File: src/rtl/lpht_pkg.sv
package lpht_pkg;

  // Table geometry.
  localparam int TABLE_SLOTS   = 2048;
  localparam int SLOT_BITS     = $clog2(TABLE_SLOTS);
  localparam int STEP_BITS     = $clog2(TABLE_SLOTS + 1);
  localparam int OUT_IDX_BITS  = 11;

  // Hash window.
  localparam int HASH_TAIL_BYTES = 20;
  localparam int TAIL_IDX_BITS   = (HASH_TAIL_BYTES > 1) ? $clog2(HASH_TAIL_BYTES) : 1;
  localparam int TAIL_CNT_BITS   = $clog2(HASH_TAIL_BYTES + 1);

  // Key buffering.
  localparam int MAX_KEY_BYTES = 64;
  localparam int KEY_CNT_BITS  = $clog2(MAX_KEY_BYTES + 1);
  localparam int KEY_POS_BITS  = $clog2(MAX_KEY_BYTES);
  localparam int KEY_WORDS     = (MAX_KEY_BYTES + 7) / 8;
  localparam int KW_BITS       = (KEY_WORDS > 1) ? $clog2(KEY_WORDS) : 1;
  localparam int KEY_RAM_DEPTH = TABLE_SLOTS * (1 << KW_BITS);
  localparam int KEY_RAM_ABITS = SLOT_BITS + KW_BITS;
  localparam int META_BITS     = 1 + KEY_CNT_BITS;

  // Modular hash arithmetic.
  localparam int          HASH_BITS = 30;
  localparam int          ACC_BITS  = 35;
  localparam logic [ACC_BITS-1:0] HASH_MOD = 35'd1000000009;

  // Request kinds.
  localparam logic REQ_INSERT = 1'b0;
  localparam logic REQ_SEARCH = 1'b1;

  // Result status codes.
  localparam logic [2:0] ST_INSERTED  = 3'd0;
  localparam logic [2:0] ST_FULL      = 3'd1;
  localparam logic [2:0] ST_FOUND     = 3'd2;
  localparam logic [2:0] ST_NOT_FOUND = 3'd3;
  localparam logic [2:0] ST_REJECTED  = 3'd4;

  typedef struct packed {
    logic        req_type;
    logic [7:0]  key_byte;
    logic        key_last;
    logic [63:0] record_value;
  } in_req_t;

  typedef struct packed {
    logic [2:0]              status;
    logic [OUT_IDX_BITS-1:0] slot_index;
    logic [63:0]             found_value;
  } out_rsp_t;

  // Control from the sequencer to the hash unit.
  typedef struct packed {
    logic                     push;
    logic                     clear;
    logic                     go;
    logic [7:0]               key_byte;
    logic [TAIL_CNT_BITS-1:0] n_bytes;
  } hash_ctl_t;

  // Status from the hash unit.
  typedef struct packed {
    logic                 done;
    logic [SLOT_BITS-1:0] home_slot;
  } hash_sts_t;

endpackage

File: src/rtl/lpht_hash.sv
module lpht_hash (
  input  logic               clk,
  input  logic               rst_n,
  input  lpht_pkg::hash_ctl_t ctl,
  output lpht_pkg::hash_sts_t sts
);

  logic [7:0]                         win_r [lpht_pkg::HASH_TAIL_BYTES];
  logic [lpht_pkg::ACC_BITS-1:0]      x_r, x_nxt;
  logic [lpht_pkg::TAIL_IDX_BITS-1:0] j_r, j_nxt;
  logic [lpht_pkg::TAIL_CNT_BITS-1:0] left_r, left_nxt;
  logic                               run_r, run_nxt;
  logic                               red_r, red_nxt;
  logic                               done_r, done_nxt;
  logic [4:0]                         q;
  logic [lpht_pkg::ACC_BITS-1:0]      qm;
  logic [lpht_pkg::ACC_BITS-1:0]      h_ext;

  // Window of the most recent key bytes; the newest sits at the top.
  always_ff @(posedge clk) begin
    if (!rst_n || ctl.clear) begin
      for (int i = 0; i < lpht_pkg::HASH_TAIL_BYTES; i++) begin
        win_r[i] <= 8'd0;
      end
    end else if (ctl.push) begin
      for (int i = 0; i < lpht_pkg::HASH_TAIL_BYTES - 1; i++) begin
        win_r[i] <= win_r[i+1];
      end
      win_r[lpht_pkg::HASH_TAIL_BYTES-1] <= ctl.key_byte;
    end
  end

  // Horner evaluation from the newest byte down, one multiply-add then a few
  // partial reductions per byte through the same subtractor.
  always_comb begin
    q     = x_r[lpht_pkg::ACC_BITS-1:lpht_pkg::HASH_BITS];
    qm    = (q == 5'd0) ? lpht_pkg::HASH_MOD
                        : lpht_pkg::ACC_BITS'(lpht_pkg::ACC_BITS'(q) * lpht_pkg::HASH_MOD);
    h_ext = {{(lpht_pkg::ACC_BITS-lpht_pkg::HASH_BITS){1'b0}}, x_r[lpht_pkg::HASH_BITS-1:0]};
    x_nxt    = x_r;
    j_nxt    = j_r;
    left_nxt = left_r;
    run_nxt  = run_r;
    red_nxt  = red_r;
    done_nxt = 1'b0;
    if (ctl.go) begin
      x_nxt    = '0;
      j_nxt    = lpht_pkg::TAIL_IDX_BITS'(lpht_pkg::HASH_TAIL_BYTES - 1);
      left_nxt = ctl.n_bytes;
      run_nxt  = 1'b1;
      red_nxt  = 1'b0;
    end else if (run_r && !red_r) begin
      x_nxt   = (h_ext << 5) - h_ext + lpht_pkg::ACC_BITS'(win_r[j_r]);
      red_nxt = 1'b1;
    end else if (run_r) begin
      if (x_r >= lpht_pkg::HASH_MOD) begin
        x_nxt = x_r - qm;
      end else if (left_r == lpht_pkg::TAIL_CNT_BITS'(1)) begin
        run_nxt  = 1'b0;
        done_nxt = 1'b1;
      end else begin
        left_nxt = left_r - lpht_pkg::TAIL_CNT_BITS'(1);
        j_nxt    = j_r - lpht_pkg::TAIL_IDX_BITS'(1);
        red_nxt  = 1'b0;
      end
    end
  end

  always_ff @(posedge clk) begin
    if (!rst_n) begin
      run_r  <= 1'b0;
      red_r  <= 1'b0;
      done_r <= 1'b0;
    end else begin
      run_r  <= run_nxt;
      red_r  <= red_nxt;
      done_r <= done_nxt;
    end
    x_r    <= x_nxt;
    j_r    <= j_nxt;
    left_r <= left_nxt;
  end

  assign sts.done      = done_r;
  assign sts.home_slot = x_r[lpht_pkg::SLOT_BITS-1:0];

endmodule

File: config.mk
export PLATFORM = sky130hd
export DESIGN_NAME = lpht_hash
export DESIGN_NICKNAME = d
export VERILOG_FILES = /design/src/rtl/lpht_pkg.sv /design/src/rtl/lpht_hash.sv
export SDC_FILE = /design/constraint.sdc
export NUM_CORES = 1
export LEC_CHECK = 0
export CELL_PAD_IN_SITES_DETAIL_PLACEMENT = 1
export CELL_PAD_IN_SITES_GLOBAL_PLACEMENT = 2
export CORE_ASPECT_RATIO = 0.75
export CORE_MARGIN = 8
export CORE_UTILIZATION = 44
export CTS_CLUSTER_SIZE = 14
export DETAILED_ROUTE_END_ITERATION = 8
export DONT_BUFFER_PORTS = 1
export PLACE_DENSITY_LB_ADDON = 0.25
export SETUP_SLACK_MARGIN = 0.2
export SYNTH_ARGS = -nofsm -noshare
export SYNTH_HDL_FRONTEND = slang
export SYNTH_SLANG_ARGS = --single-unit
File: constraint.sdc
create_clock -name clk -period 8 [get_ports clk]
set_clock_uncertainty 0.05 [all_clocks]
set_input_delay 1.2 -clock clk [delete_from_list [all_inputs] [get_ports clk]]
set_output_delay 1.2 -clock clk [all_outputs]
set_load 0.01 [all_outputs]
==> run summary <==
Status - finished clean
Placed cell count - 1876
Ports - 30
Number of global-route vias before repair - 11694
Die Span Y - 179 um
Hold Crit Class - flop to flop
Register share of total power - 0.237
Post-route ant nets - 0
Worst Setup SP - x_r[33]
Post_cts resized - 0
Final setup violation count - 0
Clk buf depth - 3
Post-route DRC violation count - 0
Chip Width - 234 um
GRT overflow - 0
Syn_nets - 1683
Max Clock Freq - 158 MHz
Average routed wire per standard cell - 22.5 um
Met3 wire length - 1890 um
Clk sinks - 213
Worst r2r dst - x_r[34]
Final Hold Violating Endpoints - 0
Most frequent cells after synthesis - 165 x edfxtp_1, 160 x ha_1, 153 x and3_1
Reg clk slew, reported paths - 70 ps
Worst setup SP type - flop
Setup tns final - 0 ps
Share of the synthesized area in the top cell type - 0.316
R2r setup slk - 1660 ps
Cell variety after synth - 89
Pre-antenna DRT Iters - 6
P_int - 3.30 mW
Clock network fraction of total power - 0.194
Register bit total from synthesis - 213
CTS root buf - clkbuf_16
Iter 0 DRT Violations - 1009
CTS Buf Count - 24
Max-cap violations - 0
Worst setup path endpoint - x_r[34]
Die ar. - 42000 um2
Crit share post-route - 0.792
Reg2Reg Depth - 24
Static Leakage - 7.77 nW
Starting Density - 0.441
Pwr Total - 5.93 mW
Met2 WL - 17100 um
PwrDens - 352 nW/um2
Core region area - 35500 um2
Number of H-tree levels - 1
GP Congestion - 0.840
First-pass GRT wire length - 68700 um
Layout cell share with drive strength beyond 1 - 0.0983
Util after Layout - 0.474
Dpl hpwl - 31500 um
Reg-to-reg critical path startpoint - x_r[33]
Syn Area/Cell - 10.5 um2
Synthesis-to-finish area growth - 7.39%
Post-Syn Area - 15700 um2
Switching Fraction - 0.443
Top-count cell post-synth - edfxtp_1
Via count - 11476
Combinational Power Share - 0.570
N_diodes - 0
Ys Warns - 0
Clock Latency Late Sink - 530 ps
Hold Worst Slack - 445 ps
Placed cell area - 16000 um2
Fin cells - 1919
Setup CP Type - flop to flop
Tmin final - 6340 ps
RSZ-0062 raised after global routing - false
Main flop type after synthesis - edfxtp_1
Post-CTS setup buffers - 0
Routed wire length - 43200 um
I/O Buffers - 0
Psw - 2.63 mW
Final instance area - 16800 um2
Worst endpoint data arrival time - 6750 ps
CTS tree - built
Final net count - 1635
Antenna violations before repair - 0
Core Rows - 60
Cell count after synthesis - 1485
Top sig layer - met4
Filler cells - 3862
Critical Path RT - 8410 ps
Synth top area cells - edfxtp_1 32%, ha_1 13%, mux4_2 6.9%
Largest net degree at the start of global routing - 146
Post-route setup slack - 1660 ps
Post-synth EDFFs - 165
Hold Path Stages - 2
CP Capture Type - flop
Overall routing resource usage - 0.209
Relative slew slack - 0.306
Post-synthesis sequential area ratio - 0.378
Pre-CTS worst setup slack - 1670 ps
Slew Viols, Final - 0
Asr flop ratio synth - 0
Worst IR drop on VDD - 0.000202 V
CTS hold repair buffers - 0
Leading area contributor after synthesis - edfxtp_1
Wl on met1 - 23800 um
Worst Tran Pin Value - 1040 ps
CP max FO - 12
Via density - 5.98
==> worst max-delay path, cell delays in order, from the launching register on <==
cell and delay (ps):
dfxtp_1 680, inv_1 220, ha_1 430, inv_1 100, fa_1 160, inv_1 50, fa_1 380, ha_1 320
and4_1 260, and4_1 220, a221oi_2 340, a211oi_1 170, o21a_1 250, o31a_1 270, o21a_1 170, nor2_1 100
xnor2_1 140, nand2_1 80, ha_1 340, and2_1 180, a221o_1 350, o41ai_2 490, nand3_1 120, a21o_1 210
a31oi_1 160
==> registers in the layout (all words and copies together) (netlist names), named ones only <==
signal	count
j_r	5
red_r	1
run_r	1
win_r	160
left_r	5
done_r	1
x_r	35
==> cells in the final DEF (no fill, tap or decap), types with 22 or more instances in the layout <==
master	instances
a21o_1	41
nand2_1	90
xor2_1	23
inv_1	81
nor2_1	75
nand3_1	22
edfxtp_1	165
and2_1	24
and3_1	153
clkbuf_16	25
o21ai_0	50
dfxtp_1	46
mux4_2	48
a211oi_1	26
nor3_1	22
ha_1	160
a21oi_1	82
xnor2_1	50
==> worst min-delay path by stage <==
| stage | start | endpoint |
|---|---|---|
| after floorplan | j_r[4] | flop |
| after global routing | j_r[4] | flop |
| after CTS | j_r[4] | flop |
| final | j_r[4] | flop |
| after detailed placement | j_r[4] | flop |
| after global placement | j_r[4] | j_r[4] |
==> power groups by stage <==
stage / clock (mW) / sequential [mW] / combinational [mW]
after floorplan: 0 / 1.36 / 2.51
after global placement: 0 / 1.42 / 3.25
after detailed placement: 0 / 1.42 / 3.30
after CTS: 1.17 / 1.40 / 3.34
after global routing: 1.20 / 1.42 / 3.74
final: 1.15 / 1.40 / 3.38
==> kinds of logic (layout without fill, tap and decap cells) <==
| kind of cell | after synthesis | in the layout | synth area share |
|---|---|---|---|
| xor gates and xnor gates | 73 | 73 | 0.0408 |
| AOI/OAI and AO/OA | 337 | 337 | 0.152 |
| buffers and inverters | 171 | 140 | 0.0443 |
| adders and majority gates | 180 | 180 | 0.153 |
| and+or+nand+nor | 452 | 452 | 0.155 |
| muxes | 59 | 59 | 0.0768 |
| DFF | 213 | 213 | 0.378 |
==> layout make-up <==
cell class | instances | area [um2] | area share
Clock buffer | 28 | 657 | 0.0391
Multi-Input combinational cell | 1101 | 9080 | 0.540
Timing Repair Buffer | 14 | 118 | 0.00699
Tap cell | 465 | 582 | 0.0346
Clock inverter | 15 | 156 | 0.00930
Sequential cell | 213 | 5920 | 0.352
Inverter | 83 | 312 | 0.0185
==> metal layers <==
layer	track usage	up-vias
met5	0	-
met4	0.0259	0
met3	0.0330	30
met2	0.291	172
met1	0.339	5782
li1	-	5492
(Power assumes the default switching activity.)
